## src/rtl/core/pti_pkg.sv

```systemverilog
// Shared types and constants for the pulse template interpolator.
// No dependencies; imported by the top, pti_front and pti_back.
package pti_pkg;

  // item codes
  localparam logic ACT_WRITE = 1'b0;
  localparam logic ACT_EVAL  = 1'b1;

  // how the output stage forms the result
  typedef logic [1:0] kind_t;
  localparam kind_t KIND_ZERO  = 2'd0;
  localparam kind_t KIND_DELTA = 2'd1;
  localparam kind_t KIND_TMPL  = 2'd2;

  // configuration register indexes
  localparam logic [1:0] CFG_DELTA_MODE = 2'd0;
  localparam logic [1:0] CFG_INV_STEP   = 2'd1;
  localparam logic [1:0] CFG_NUM_POINTS = 2'd2;

  localparam logic [15:0] INV_STEP_RST   = 16'd2560;
  localparam logic [10:0] NUM_POINTS_RST = 11'd1024;

  // tb = time - start spans [-131071, 393215]
  localparam int D_W   = 20;
  // tb * inv_step, Q.16 in sample units
  localparam int POS_W = 35;
  localparam int IDX_W = POS_W - 16;
  // range compare width, holds idx + 2 and any table depth up to 65536
  localparam int CMP_W = IDX_W + 1;

  localparam logic signed [D_W-1:0] DELTA_LO = -20'sd256;
  localparam logic signed [D_W-1:0] DELTA_HI = 20'sd256;

  // load enables of the pipeline stages
  typedef struct packed {
    logic s1;
    logic s2;
    logic s3;
    logic s4;
    logic s5;
    logic s6;
    logic so;
  } pipe_en_t;

endpackage

```

## src/rtl/core/pti_back.sv

```systemverilog
// Back stages: interpolation, amplitude scaling, rounding, output register.
// Depends on pti_pkg.
module pti_back
  import pti_pkg::*;
(
  input  logic                clk,
  input  pipe_en_t            pen,
  input  logic signed [15:0]  s0,
  input  logic signed [15:0]  s1,
  input  logic [15:0]         frac3,
  input  logic signed [15:0]  amp3,
  input  kind_t               kind3,
  output logic signed [31:0]  pulse_value
);

  logic signed [16:0] diff;
  logic signed [33:0] prod4_r;
  logic signed [15:0] s0_4_r;
  logic signed [15:0] amp4_r;
  kind_t              kind4_r;
  logic signed [33:0] interp_full;
  logic signed [31:0] interp5_r;
  logic signed [15:0] amp5_r;
  kind_t              kind5_r;
  logic signed [47:0] mp6_r;
  logic signed [15:0] amp6_r;
  kind_t              kind6_r;
  logic signed [47:0] rnd;
  logic signed [31:0] pulse_nxt;
  logic signed [31:0] pulse_r;

  assign diff = {s1[15], s1} - {s0[15], s0};

  always_ff @(posedge clk) begin
    if (pen.s4) begin
      prod4_r <= 34'($signed({1'b0, frac3})) * 34'(diff);
      s0_4_r  <= s0;
      amp4_r  <= amp3;
      kind4_r <= kind3;
    end
  end

  // s0*2^16 + frac*(s1-s0) stays within 32 bits
  assign interp_full = $signed({{2{s0_4_r[15]}}, s0_4_r, 16'h0000}) + prod4_r;

  always_ff @(posedge clk) begin
    if (pen.s5) begin
      interp5_r <= interp_full[31:0];
      amp5_r    <= amp4_r;
      kind5_r   <= kind4_r;
    end
  end

  always_ff @(posedge clk) begin
    if (pen.s6) begin
      mp6_r   <= 48'(amp5_r) * 48'(interp5_r);
      amp6_r  <= amp5_r;
      kind6_r <= kind5_r;
    end
  end

  // round half up, then floor shift
  assign rnd = mp6_r + 48'sd32768;

  always_comb begin
    case (kind6_r)
      KIND_TMPL:  pulse_nxt = rnd[47:16];
      KIND_DELTA: pulse_nxt = {amp6_r[15], amp6_r, 15'h0000};
      default:    pulse_nxt = '0;
    endcase
  end

  always_ff @(posedge clk) begin
    if (pen.so) begin
      pulse_r <= pulse_nxt;
    end
  end

  assign pulse_value = pulse_r;

endmodule

```

## config.mk

```make
export PLATFORM = sky130hd
export DESIGN_NAME = pti_back
export DESIGN_NICKNAME = d
export VERILOG_FILES = /design/src/rtl/core/pti_pkg.sv /design/src/rtl/core/pti_back.sv
export SDC_FILE = /design/constraint.sdc
export NUM_CORES = 2
export LEC_CHECK = 0
export BUFFER_PORTS_ARGS = -buffer_cell sky130_fd_sc_hd__buf_2
export CORE_ASPECT_RATIO = 1.75
export CORE_MARGIN = 3
export CORE_UTILIZATION = 41
export CTS_CLUSTER_DIAMETER = 80
export DETAILED_ROUTE_END_ITERATION = 8
export PLACE_DENSITY_LB_ADDON = 0.3
export SLEW_MARGIN = 20
export SYNTH_ARGS = -nofsm -noshare
export SYNTH_HDL_FRONTEND = slang
export SYNTH_SLANG_ARGS = --single-unit
```

## constraint.sdc

```tcl
create_clock -name clk -period 7.8 [get_ports clk]
set_clock_uncertainty 0.15 [all_clocks]
set_input_delay 0.39 -clock clk [delete_from_list [all_inputs] [get_ports clk]]
set_output_delay 0.39 -clock clk [all_outputs]
set_load 0.02 [all_outputs]
```

==> metrics.txt <==
hold_sp=s0[7]; placed insts=4,705; Slew Limit Headroom=0.351; DRC errors left=0; global-route wire length before repair=138 mm; largest net degree at the start of global routing=54; First DRT Iteration DRCs=1,084; min cycle time layout=7.47 ns; Die Y=390 microns; number of global-route vias before repair=26,900; die width=226 microns; crit share post-route=0.958; Reg-to-Reg Start=amp5_r[2]; Worst Hold Class=in -> reg; Yosys cell types=81; CTS Buf Count=17; unrepaired setup endpoints after global routing=false; CTS clk-pin slew, worst paths=0.09 ns; I/O Pins=106; Routed WL per cell=17.9 microns; Synthesis Warnings=0; Crit Path Max Fanout=7; Cell Count, Final, Fillers Out=4,763; die area=0.0880 sq mm; slew at the pin closest to its max-slew limit=0.973 ns; Final setup viols=0; commonest non-fill, non-tap cells in the layout=inv_1, fa_1, nand2_1; RD Place Congestion=0.873; Clock Tree Root=clkbuf_16; area grow syn2layout=10.1%; Cell Area, Synth=0.0346 sq mm; ys flop type=edfxtp_1; nets@finish=4,717; CTS tree=yes; status=complete, no violations; CTS max path bufs=2; PortBufs=102; Async SR Flop Fraction=0; Routed Antenna Nets=0; initial antenna violation count=2; Post-synth EDFFs=199; Syn Area/Cell=9.86 sq um; Hold Crit Depth=1; Clock Latency Late Sink=0.49 ns; via count=24,000; total inserted antenna cells=0; number of synthesized register bits=199; Worst R2R Setup Slack=0.46 ns; Setup CP Type=in -> reg; WHS Endpoint=s0_4_r[7]; crit end category=flop; H-tree depth=4; layout cell share with drive strength beyond 1=0.0882; Cell Rows=140; FMAX=0.134 GHz; Tot GR Track Use=0.203; setup TNS=0 ns; Post-Synthesis Cells=3,510; CORE AREA=0.0834 sq mm; sequential share of the synthesized area=0.173; DP HPWL=72.1 mm; Worst setup SP type=input port; Hold Fails Final Rpt=0; drt first pass iters=5; Post-Route WL=85.2 mm; count of pins over their slew limit=0; max cap viols=0; CTS sink cnt=199; Reg-to-Reg End=mp6_r[47]; Crit path required time=7.90 ns; R2R depth=22; Synthesized Nets=4,542; Starting Density=0.415; commonest non-fill, non-tap cell in the layout=inv_1; critical path data arrival time=7.57 ns; Avg Vias per Cell=5.04; Congestion Overflow GR=0
## worst max path at each step
stage                     startpoint          end  slack, ns  depth (start not counted)
final                         s0[10]  prod4_r[31]       0.33                         28
after floorplan                s1[0]  prod4_r[30]       0.25                         32
after detailed placement       s0[1]  prod4_r[31]      -0.27                         31
after global routing          s0[10]  prod4_r[31]       0.02                         30
after global placement         s0[1]  prod4_r[31]      -0.20                         31
after CTS                     s0[10]  prod4_r[31]       0.19                         28
## layer usage
metal  up-vias  global-route usage  part of all wire
met5         -                   0                 0
met4         0               0.107             0.056
met3       219              0.0214             0.033
met2       574               0.398              0.57
met1     12200               0.209              0.35
li1      11000                   -                 -
## synthesized netlist by cell type, drive strengths merged, types with 9 or more instances
| master | n | area (sq um) |
|---|---|---|
| a211oi | 9 | 82.6 |
| a21o | 15 | 113 |
| a21oi | 80 | 415 |
| a22oi | 11 | 96.3 |
| a31oi | 12 | 81.3 |
| and2 | 251 | 1580 |
| and3 | 16 | 101 |
| clkbuf | 116 | 435 |
| edfxtp | 199 | 5980 |
| fa | 696 | 13900 |
| ha | 262 | 3280 |
| inv | 804 | 3020 |
| nand2 | 520 | 1950 |
| nand2b | 42 | 263 |
| nand3 | 20 | 100 |
| nand4 | 15 | 109 |
| nor2 | 82 | 308 |
| nor2b | 50 | 315 |
| nor3 | 21 | 121 |
| o21a | 14 | 105 |
| o21ai | 58 | 298 |
| xnor2 | 76 | 666 |
| xor2 | 38 | 333 |
## repair_timing
action / 4_1_cts / 5_1_grt
gates resized for setup: 0 / 3
setup endpoints to repair: 0 / 4
buffers inserted: 0 / 1
hold endpoints to repair: 25 / 0
hold buffers: 25 / 0
## area by class of cell
cell class	count	area [sq um]
Clock inverter	15	199
Sequential cell	199	5980
Inverter	804	3020
Clock buffer	17	425
Fill cell	7984	45300
Tap cell	1065	1330
Multi-Input combinational cell	2387	25100
Timing Repair Buffer	276	1980
## flip-flops by register name, summed over array words and instances, names as in the netlist
register	cells
mp6_r	33
interp5_r	32
prod4_r	32
pulse_value	32
amp4_r	16
amp5_r	16
amp6_r	16
s0_4_r	16
kind4_r	2
kind5_r	2
kind6_r	2
## logic make-up (layout without fill, tap and decap cells)
kind of cell,Yosys count,in the layout,share of synthesized area
compound gates,261,261,0.0519
xor+xnor,114,114,0.0289
fa+ha+maj,958,958,0.498
buf+inv,924,1112,0.101
flops,199,199,0.173
mux,3,3,0.000868
simple gates,1051,1051,0.147
## per-stage QoR
step	instance area [sq um]	hold slack [ns]	util	setup slack (ns)
2_1_floorplan	34600	0.250	-	0.246
3_3_place_gp	37200	0.251	0.446	-0.204
3_5_place_dp	37200	0.255	0.446	-0.268
4_1_cts	38100	0.00874	0.456	0.189
5_1_grt	38100	0.0280	0.457	0.0154
6_report	38100	0.0426	0.457	0.331
## worst max-delay path, stage by stage
cell	delay, ns
dlygate4sd3_1	0.52
buf_2	0.14
inv_1	0.05
ha_1	0.34
buf_4	0.18
and3_1	0.18
nand3_1	0.10
a31oi_1	0.12
buf_4	0.15
a31o_2	0.31
or2_2	0.31
fa_1	0.45
fa_1	0.49
inv_1	0.06
fa_1	0.50
fa_1	0.45
fa_1	0.49
inv_1	0.05
fa_1	0.47
inv_1	0.04
ha_1	0.32
and3_1	0.20
nand4_1	0.16
and2_1	0.25
o311ai_2	0.39
and3_1	0.23
a211oi_2	0.05
xor2_1	0.16
Power is not shown: default switching activity piles up to over one toggle a cycle in this logic, so the estimate is an artifact.
