<file path="config.mk">
export PLATFORM = sky130hd
export DESIGN_NAME = pti_front
export DESIGN_NICKNAME = d
export VERILOG_FILES = /design/src/rtl/core/pti_pkg.sv /design/src/rtl/core/pti_front.sv
export SDC_FILE = /design/constraint.sdc
export NUM_CORES = 1
export LEC_CHECK = 0
export BUFFER_PORTS_ARGS = -buffer_cell sky130_fd_sc_hd__buf_2
export CORE_ASPECT_RATIO = 1.1
export CORE_MARGIN = 8
export CORE_UTILIZATION = 45
export CTS_BUF_LIST = sky130_fd_sc_hd__clkbuf_16
export CTS_CLUSTER_SIZE = 16
export DETAILED_ROUTE_END_ITERATION = 7
export GPL_ROUTABILITY_DRIVEN = 0
export PLACE_DENSITY = 0.63
export SYNTH_ARGS = -nofsm -noshare
export SYNTH_HDL_FRONTEND = slang
export SYNTH_SLANG_ARGS = --single-unit
</file>
<file path="constraint.sdc">
create_clock -name clk -period 7.52 [get_ports clk]
set_input_delay 1.128 -clock clk [delete_from_list [all_inputs] [get_ports clk]]
set_output_delay 1.128 -clock clk [all_outputs]
set_load 0.1 [all_outputs]
</file>
<file path="src/rtl/core/pti_pkg.sv">
// Shared types and constants for the pulse template interpolator.
// No dependencies; imported by the top, pti_front and pti_back.
package pti_pkg;

  // item codes
  localparam logic ACT_WRITE = 1'b0;
  localparam logic ACT_EVAL  = 1'b1;

  // how the output stage forms the result
  typedef logic [1:0] kind_t;
  localparam kind_t KIND_ZERO  = 2'd0;
  localparam kind_t KIND_DELTA = 2'd1;
  localparam kind_t KIND_TMPL  = 2'd2;

  // configuration register indexes
  localparam logic [1:0] CFG_DELTA_MODE = 2'd0;
  localparam logic [1:0] CFG_INV_STEP   = 2'd1;
  localparam logic [1:0] CFG_NUM_POINTS = 2'd2;

  localparam logic [15:0] INV_STEP_RST   = 16'd2560;
  localparam logic [10:0] NUM_POINTS_RST = 11'd1024;

  // tb = time - start spans [-131071, 393215]
  localparam int D_W   = 20;
  // tb * inv_step, Q.16 in sample units
  localparam int POS_W = 35;
  localparam int IDX_W = POS_W - 16;
  // range compare width, holds idx + 2 and any table depth up to 65536
  localparam int CMP_W = IDX_W + 1;

  localparam logic signed [D_W-1:0] DELTA_LO = -20'sd256;
  localparam logic signed [D_W-1:0] DELTA_HI = 20'sd256;

  // load enables of the pipeline stages
  typedef struct packed {
    logic s1;
    logic s2;
    logic s3;
    logic s4;
    logic s5;
    logic s6;
    logic so;
  } pipe_en_t;

endpackage

</file>
<file path="src/rtl/core/pti_front.sv">
// Front stages: time offset, position multiply, table addressing and writes.
// Depends on pti_pkg.
module pti_front
  import pti_pkg::*;
#(
  parameter int TABLE_DEPTH = 1024,
  localparam int AW = $clog2(TABLE_DEPTH)
) (
  input  logic                clk,
  input  pipe_en_t            pen,
  input  logic                v2,
  input  logic                in_action,
  input  logic [9:0]          in_sample_index,
  input  logic signed [15:0]  in_sample_value,
  input  logic [17:0]         in_time_point,
  input  logic signed [17:0]  in_start_time,
  input  logic signed [15:0]  in_amplitude,
  input  logic                delta_mode,
  input  logic [15:0]         inv_step,
  input  logic [10:0]         num_points,
  output logic                is_eval2,
  output logic                wr_en,
  output logic [AW-1:0]       wr_addr,
  output logic signed [15:0]  wr_data,
  output logic [AW-1:0]       rd_addr0,
  output logic [AW-1:0]       rd_addr1,
  output logic [15:0]         frac3,
  output logic signed [15:0]  amp3,
  output kind_t               kind3
);

  localparam logic [CMP_W-1:0] DEPTH_C = CMP_W'(TABLE_DEPTH);

  // stage 1
  logic                    act1_r;
  logic [9:0]              widx1_r;
  logic signed [15:0]      wval1_r;
  logic signed [D_W-1:0]   d1_r;
  logic signed [15:0]      amp1_r;
  logic signed [D_W-1:0]   d1_nxt;
  // stage 2
  logic                    act2_r;
  logic [9:0]              widx2_r;
  logic signed [15:0]      wval2_r;
  logic [POS_W-1:0]        pos2_r;
  logic                    dneg2_r;
  logic                    dhit2_r;
  logic signed [15:0]      amp2_r;
  // stage 3 sideband
  logic [15:0]             frac3_r;
  logic signed [15:0]      amp3_r;
  kind_t                   kind3_r;
  kind_t                   kind3_nxt;

  logic [IDX_W-1:0]        idx2;
  logic [IDX_W-1:0]        idx2_p1;
  logic [CMP_W-1:0]        lim;
  logic                    in_rng;
  logic                    widx_ok;

  assign d1_nxt = $signed({2'b00, in_time_point}) - {{2{in_start_time[17]}}, in_start_time};

  always_ff @(posedge clk) begin
    if (pen.s1) begin
      act1_r  <= in_action;
      widx1_r <= in_sample_index;
      wval1_r <= in_sample_value;
      d1_r    <= d1_nxt;
      amp1_r  <= in_amplitude;
    end
  end

  always_ff @(posedge clk) begin
    if (pen.s2) begin
      act2_r  <= act1_r;
      widx2_r <= widx1_r;
      wval2_r <= wval1_r;
      // only used when tb >= 0, so the sign bit is dropped
      pos2_r  <= POS_W'(d1_r[D_W-2:0]) * POS_W'(inv_step);
      dneg2_r <= d1_r[D_W-1];
      dhit2_r <= (d1_r >= DELTA_LO) && (d1_r < DELTA_HI);
      amp2_r  <= amp1_r;
    end
  end

  assign idx2    = pos2_r[POS_W-1:16];
  assign idx2_p1 = idx2 + IDX_W'(1);
  // samples in use, capped at the table size
  assign lim     = ({{(CMP_W-11){1'b0}}, num_points} > DEPTH_C) ? DEPTH_C
                                                                : CMP_W'(num_points);
  assign in_rng  = ({1'b0, idx2} + CMP_W'(2)) <= lim;
  assign widx_ok = 32'(widx2_r) < TABLE_DEPTH;

  always_comb begin
    if (delta_mode) begin
      kind3_nxt = dhit2_r ? KIND_DELTA : KIND_ZERO;
    end else begin
      kind3_nxt = (!dneg2_r && in_rng) ? KIND_TMPL : KIND_ZERO;
    end
  end

  always_ff @(posedge clk) begin
    if (pen.s3) begin
      frac3_r <= pos2_r[15:0];
      amp3_r  <= amp2_r;
      kind3_r <= kind3_nxt;
    end
  end

  // writes land at the same stage as reads, so item order is kept
  assign is_eval2 = (act2_r == ACT_EVAL);
  assign wr_en    = pen.s3 && v2 && (act2_r == ACT_WRITE) && widx_ok;
  assign wr_addr  = AW'(widx2_r);
  assign wr_data  = wval2_r;
  assign rd_addr0 = AW'(idx2);
  assign rd_addr1 = AW'(idx2_p1);

  assign frac3 = frac3_r;
  assign amp3  = amp3_r;
  assign kind3 = kind3_r;

endmodule

</file>
==> results.yml, run 1 <==
sta:
  layout_min_cycle_time_ns: 6.748
  hold_viol: 0
  setup_viol: 0
  max_freq_mhz: 148.2
  relSlewSlack_pct: 36.75
  tightest_slew_ns: 0.9488
  period_share_pct: 89.73
  setup_ws_ns: 0.7720
  finalSetupTns_ns: 0
  skew_ns: 0.01558
  grt_setup_unrepaired: "no"
  drv_slew: 0
drt:
  drt_iter0_drc: 662
  wirelength_um: 40370
  wl_per_cell_um: 17.34
  drc_errors: 0
  first_pass_iters: 5
  route.vias.total: 11930
  ant_nets: 0
  avgViaCountPerCell: 5.121
global_route:
  grt_start_max_net_pins: 72
  grt_usage_pct: 18.03
  grt_overflow: 0
  antenna_found_initial: 0
  grt_pass1_vias: 12720
  grt_pass1_wl_um: 65670
clock_network:
  ctsResizeCount: 0
  cts_buffer_depth: 2
  clkSlewWorstSetupHoldPaths_ns: 0.08
  cts_hold_buf: 0
  tritoncts.num_buffers: 17
  clock-root-buffer: "clkbuf_16"
  post-cts-setup-buffer-count: 0
  cts_tree: "done"
  htreeDepth: 4
  numClockSinks: 177
  clk_latency_ns: 0.44
run_status:
  status: "completed"
die:
  die-area_um2: 45400
  design.core.area_um2: 38190
  num_rows: 75
  die_w_um: 203.9
  ioPinCount: 198
  die_h_um: 222.7
  initial_utilization_pct: 45.75
synthesis:
  synth_area_um2: 17470
  synthMuxAreaShare_pct: 0
  synth_top_area_cell: "edfxtp_1"
  yosysWarnings: 0
  synthTopCellsByArea: "edfxtp_1, fa_1, ha_1"
  synth-simple-area-share_pct: 14.35
  synth_top_family_by_area: "adder cells"
  synth.most_common_cell: "inv_1"
  ys_types: 64
  synth-adder-area-share_pct: 37.11
  synthFlopType: "edfxtp_1"
  syn_nets: 2163
  synthXorXnorAreaFrac_pct: 3.208
  synth.top_cells.by_count: "inv_1, fa_1, nand2_1"
  synthCells: 1671
  ys_async_sr_fraction_pct: 0
  synth_seq_cells: 177
  synth_top_cell_area_share_pct: 30.42
  syn_avg_cell_area_um2: 10.46
  synth-edff-count: 177
  seq_area_frac_synth_pct: 30.42
  synth_compound_area_share_pct: 6.473
placement:
  dp_hpwl_um: 31160
  dpl.cell_count: 2297
  dp_slack_ns: 0.3773
  port-buffer-count: 193
final_layout:
  final_layout_size_suffix_gt1_share_pct: 13.61
  finalCoreUtilization_pct: 50.95
  nNetsFinal: 2308
  layout.cells.non_filler: 2329
  n_antenna_cell: 0
  syn_to_final_growth_pct: 11.37
run:
  maxCapViolCount: 0
critical_path:
  crit_path_end_kind: "flop"
  crit_path_start_kind: "input pin"
  crit_type: "in2reg"
  cp.arrival_ns: 6.92
  path_max_fanout: 16
  critical_path_required_ns: 7.69
  r2r_cells: 18
worst_hold_path:
  min_path_type: "reg2reg"
  whs_path_depth: 0
==> final timing paths <==
| kind | start | to | slack (ns) |
|---|---|---|---|
| worst max-delay path | inv_step[10] | pos2_r[28] | 0.77 |
| worst min-delay path | amp1_r[6] | amp2_r[6] | 0.41 |
| worst max register to register | d1_r[9] | pos2_r[28] | 0.81 |
| worst min register to register | amp1_r[6] | amp2_r[6] | 0.41 |
==> critical path, stage by stage <==
cell	delay, ns
buf_2	0.35
nand2_1	0.15
fa_1	0.60
inv_1	0.06
fa_1	0.55
fa_1	0.44
fa_1	0.52
fa_1	0.55
inv_1	0.06
fa_1	0.59
inv_1	0.06
ha_1	0.37
a21oi_1	0.25
o21ai_0	0.21
nor2_1	0.14
o311a_1	0.25
nand3b_1	0.17
a21oi_1	0.08
or3_1	0.36
==> sequential cells by signal (all words and copies together), names as in the netlist, 16 cells and up <==
register / flops
amp3: 16
wval1_r: 16
pos2_r: 35
amp2_r: 16
d1_r: 20
frac3: 16
wr_data: 16
amp1_r: 16
==> layer usage <==
layer  routed length (um)  GRT usage (%)
met5                    0              0
met4                  796          5.080
met1                17630          23.57
met3                 2580          3.478
met2                19370          30.08
==> through the flow <==
step	instance area [um^2]	hold slack (ns)
4_1_cts	19460	0.4147
5_1_grt	19460	0.4231
3_3_place_gp	18820	0.4003
3_5_place_dp	18820	0.4045
6_report	19460	0.4117
2_1_floorplan	17470	0.4003
==> layout make-up <==
type                       count  area (um^2)
sequential                   177         5315
inverter                     302         1134
multi-input combinational   1112        10680
tap                          500        625.6
clock inverter                15        211.5
timing repair buffer         206         1066
fill                        3463        18730
clock buffer                  17        425.4
==> cell usage in the layout (no fill, tap or decap), types with 3 or more instances in the layout <==
| master | count |
|---|---|
| a211oi_1 | 6 |
| inv_12 | 4 |
| buf_2 | 192 |
| o21a_1 | 5 |
| ha_1 | 139 |
| buf_4 | 14 |
| o211ai_1 | 5 |
| fa_1 | 237 |
| o21ai_0 | 29 |
| nand2_1 | 214 |
| nand2b_1 | 9 |
| nor3_1 | 15 |
| and4_1 | 6 |
| a21oi_1 | 44 |
| and2_1 | 148 |
| nand4_1 | 10 |
| xnor2_1 | 44 |
| o31ai_1 | 6 |
| a31oi_1 | 8 |
| nor2b_1 | 11 |
| or3_1 | 5 |
| clkbuf_16 | 17 |
| nand3b_1 | 4 |
| xor2_1 | 20 |
| inv_6 | 3 |
| inv_1 | 301 |
| o21ai_1 | 3 |
| a21o_1 | 27 |
| edfxtp_1 | 177 |
| nor2_1 | 36 |
| and3_1 | 15 |
| nor4_1 | 4 |
| o21bai_1 | 4 |
| nand3_1 | 22 |
| clkinv_8 | 5 |
==> kinds of logic (layout without fill, tap and decap cells) <==
group | after synthesis | count (layout)
AND/OR/NAND/NOR | 504 | 504
buffers and inverters | 382 | 540
adder cells (fa/ha/maj) | 376 | 376
flip-flops | 177 | 177
AO/OA/AOI/OAI | 168 | 168
XOR/XNOR | 64 | 64
Power of run 1 is left out: the tool's default activity adds up to more than one toggle a clock period on the data nets, which glitch-free logic cannot reach.
==> run 2, diff against run 1 <==
Settings changed: GPL_TIMING_DRIVEN from default to 0.
==> results.yml, run 2 (same netlist as run 1, synthesis figures left out) <==
run_status:
  status: "completed"
final_layout:
  largest_reg_flops: 35
  final_layout_size_suffix_gt1_share_pct: 13.09
  largest-register: "pos2_r"
  final_cell_mix: "inv_1, fa_1, nand2_1"
  design_area_um2: 19710
  finalCoreUtilization_pct: 51.60
  fillers: 3489
  nNetsFinal: 2366
  reg_top3: "pos2_r x35, d1_r x20"
  layout_commonest_cell: "inv_1"
  syn_to_final_growth_pct: 12.80
critical_path:
  critical_path_required_ns: 7.73
  path_max_fanout: 10
  crit_slowest_cell: "clkbuf_1"
  cp.arrival_ns: 7.51
  r2r_cells: 21
  cp_common_cell: "fa_1"
  crit_type: "in2reg"
  crit_chain: "clkbuf_1, clkbuf_1, nand2_1, fa_1, fa_1, fa_1, inv_1, fa_1, fa_1, inv_1, fa_1, inv_1, ha_1, clkbuf_1, and3_1, nand2_1, o21ai_0, a31oi_1, or3_1, and3_1"
  crit_path_end_kind: "flop"
  crit_path_start_kind: "input pin"
  critical_path.max_stage_delay_ns: 0.56
sta:
  max_freq_mhz: 137.0
  period_share_pct: 97.08
  relSlewSlack_pct: 44.35
  worst_hold_slack_ns: 0.4169
  grt_setup_unrepaired: "no"
  tightest_slew_ns: 0.8347
  skew_ns: 0.01849
  drv_slew: 0
  hold_viol: 0
  layout_min_cycle_time_ns: 7.300
  setup_viol: 0
clock_network:
  clk_latency_ns: 0.46
  cts_buffer_depth: 2
  clock-root-buffer: "clkbuf_16"
  clkSlewWorstSetupHoldPaths_ns: 0.07
  cts_hold_buf: 0
  htreeDepth: 4
  numClockSinks: 177
  tritoncts.num_buffers: 17
  cts_tree: "done"
worst_hold_path:
  min_path_type: "reg2reg"
  whs_path_depth: 0
die:
  die_h_um: 222.7
  num_rows: 75
  ioPinCount: 198
  design.core.area_um2: 38190
  initial_utilization_pct: 45.75
  die-area_um2: 45400
  die_w_um: 203.9
placement:
  port-buffer-count: 183
  dp_hpwl_um: 33730
  dpl_cell_area_um2: 19040
drt:
  first_pass_iters: 5
  drt_iter0_drc: 604
  wl_per_cell_um: 17.70
  wirelength_um: 42270
  ant_nets: 0
  avgViaCountPerCell: 5.064
  route.vias.total: 12090
  highest_layer: "met4"
  met1_length_um: 18040
  wl_met3_um: 2918
  wl_met2_um: 20340
  drc_errors: 0
global_route:
  grt_pass1_vias: 12710
  grt_usage_pct: 18.84
  grt_overflow: 0
  antenna_found_initial: 1
  grt_pass1_wl_um: 67130
  grt_start_max_net_pins: 72
run:
  maxCapViolCount: 0
-- run 2: cell types whose count changed in the layout (fill, tap and decap cells not counted), moves of 2 or more --
cell	change
buf_2	-8
buf_4	-2
clkbuf_1	+60
clkbuf_2	+7
inv_6	-2
inv_8	+4
-- run 2: repair_timing --
action | 4_1_cts | 5_1_grt
gates resized for setup | 0 | 13
endpoints found under the setup margin | 0 | 9
buffers inserted | 0 | 0
-- run 2: final timing paths --
kind	start	to	slack [ns]
min	pos2_r[11]	frac3[11]	0.42
min reg2reg	pos2_r[11]	frac3[11]	0.42
max	inv_step[2]	pos2_r[34]	0.22
max reg2reg	d1_r[13]	pos2_r[31]	0.50
-- run 2: critical path, delay by kind of cell --
kind                     cells  cell delay, ns
AND/OR/NAND/NOR              5            1.03
adder cells (fa/ha/maj)      7            3.32
AO/OA/AOI/OAI                2            0.62
buffers and inverters        6            1.40
-- run 2: area by class of cell --
class / count / area, um^2 / area share [%]
inverter: 302 / 1134 / 5.752
clock buffer: 17 / 425.4 / 2.158
multi-input combinational: 1112 / 10680 / 54.20
antenna: 1 / 2.502 / 0.01270
buffer: 80 / 350.3 / 1.778
timing repair buffer: 184 / 948.4 / 4.812
tap: 500 / 625.6 / 3.174
sequential: 177 / 5315 / 26.97
clock inverter: 15 / 225.2 / 1.143
-- run 2: routing by layer --
layer,up-vias,track usage (%)
li1,5743,-
met1,5912,23.73
met2,378,31.46
met3,60,4.701
met4,0,5.758
met5,-,0
-- run 2: per-stage QoR --
stage | TNS [ns] | setup slack (ns) | cells
final | 0 | 0.2196 | 2388
after detailed placement | -4.024 | -0.4213 | 2355
after floorplan | 0 | 0.6887 | 1671
after global placement | -3.326 | -0.3780 | 2354
after CTS | 0 | 0.07679 | 2387
after global routing | 0 | 0.04884 | 2387
Power of run 2 is left out for the same reason.
==> run 3, diff against run 2 <==
Settings changed: CORE_UTILIZATION 45 to 52, PLACE_DENSITY 0.63 to 0.71.
==> results.yml, run 3 (same netlist as run 1, synthesis figures left out) <==
run_status:
  status: "completed"
clock_network:
  post-cts-setup-buffer-count: 0
  numClockSinks: 177
  clkSlewWorstSetupHoldPaths_ns: 0.07
  clock-root-buffer: "clkbuf_16"
  htreeDepth: 4
  ctsResizeCount: 0
  cts_tree: "done"
  cts_hold_buf: 0
  cts_buffer_depth: 2
  clk_latency_ns: 0.45
  tritoncts.num_buffers: 17
die:
  ioPinCount: 198
  die_h_um: 208.3
  die_w_um: 190.8
  die-area_um2: 39730
  initial_utilization_pct: 52.64
  design.core.area_um2: 33190
  num_rows: 70
critical_path:
  crit_path_start_kind: "input pin"
  crit_chain: "clkbuf_1, clkbuf_1, nand2_1, fa_1, fa_1, inv_1, fa_1, fa_1, fa_1, inv_1, fa_1, inv_1, ha_1, clkbuf_1, nand2_1, nor2_1, nand3_1, o31ai_2, nand3_1, a41o_1, xnor2_1"
  reg2reg_slack_ns: 0.48
  path_max_fanout: 10
  crit_slowest_cell: "fa_1"
  path_depth: 21
  r2r_cells: 21
  critical_path_required_ns: 7.70
  crit_path_start: "inv_step[8]"
  path_delay_family: "adder cells"
  cp_common_cell: "fa_1"
  cp.arrival_ns: 7.51
  critical_path.max_stage_delay_ns: 0.59
  reg2reg_from: "d1_r[13]"
  crit_path_end_kind: "flop"
  crit_type: "in2reg"
  path_buf_inv: 6
drt:
  first_pass_iters: 5
  wl_per_cell_um: 17.53
  avgViaCountPerCell: 5.277
  ant_nets: 0
  drc_errors: 0
  route.vias.total: 12230
  drt_iter0_drc: 667
  wirelength_um: 40630
final_layout:
  largest_reg_flops: 35
  nNetsFinal: 2366
  reg_top3: "pos2_r x35, d1_r x20"
  layout_commonest_cell: "inv_1"
  fillers: 2788
  n_antenna_cell: 0
  finalCoreUtilization_pct: 58.99
  final_cell_mix: "inv_1, fa_1, nand2_1"
  multiInputGateArea_um2: 10680
  final_layout_size_suffix_gt1_share_pct: 12.94
  ff_latch_area_um2: 5315
  largest-register: "pos2_r"
  syn_to_final_growth_pct: 12.06
global_route:
  grt_pass1_vias: 12870
  antenna_found_initial: 0
  grt_overflow: 0
  grt_pass1_wl_um: 65360
  grt_usage_pct: 20.68
  grt_start_max_net_pins: 68
sta:
  setup_ws_ns: 0.1941
  layout_min_cycle_time_ns: 7.326
  worst_hold_slack_ns: 0.4194
  grt_setup_unrepaired: "no"
  skew_ns: 0.01571
  setup_viol: 0
  hold_viol: 0
  period_share_pct: 97.42
  relSlewSlack_pct: 46.55
  drv_slew: 0
  max_freq_mhz: 136.5
  tightest_slew_ns: 0.8018
worst_hold_path:
  min_path_type: "reg2reg"
  whs_path_depth: 0
  worstHoldStart: "amp1_r[6]"
placement:
  port-buffer-count: 183
  dp_slack_ns: -0.3323
  dp_hpwl_um: 32290
run:
  maxCapViolCount: 0
-- run 3: stage by stage --
step | instance area (um^2) | setup TNS (ns) | std cells
final | 19580 | 0 | 2318
after global routing | 19580 | 0 | 2318
after CTS | 19570 | 0 | 2318
after detailed placement | 18960 | -2.698 | 2287
after global placement | 18930 | -2.393 | 2286
after floorplan | 17470 | 0 | 1671
-- run 3: path summary, 6_finish.rpt --
path | endpoint
min | amp2_r[6]
max reg2reg | pos2_r[31]
min reg2reg | amp2_r[6]
max | pos2_r[31]
-- run 3: layout make-up --
| type | instances | share of cell area [%] |
|---|---|---|
| Buffer | 80 | 1.776 |
| Clock buffer | 17 | 2.173 |
| Clock inverter | 14 | 0.9521 |
| Inverter | 302 | 5.790 |
| Multi-Input combinational cell | 1112 | 54.56 |
| Sequential cell | 177 | 27.15 |
| Tap cell | 432 | 2.761 |
| Timing Repair Buffer | 184 | 4.844 |
-- run 3: routing by layer --
layer	wire (um)	vias to the layer above	global-route usage [%]
met1	16770	5905	25.90
met2	19720	492	34.84
met4	1275	0	7.709
met5	0	-	0
met3	2867	86	4.098
li1	-	5748	-
Power of run 3 is left out for the same reason.
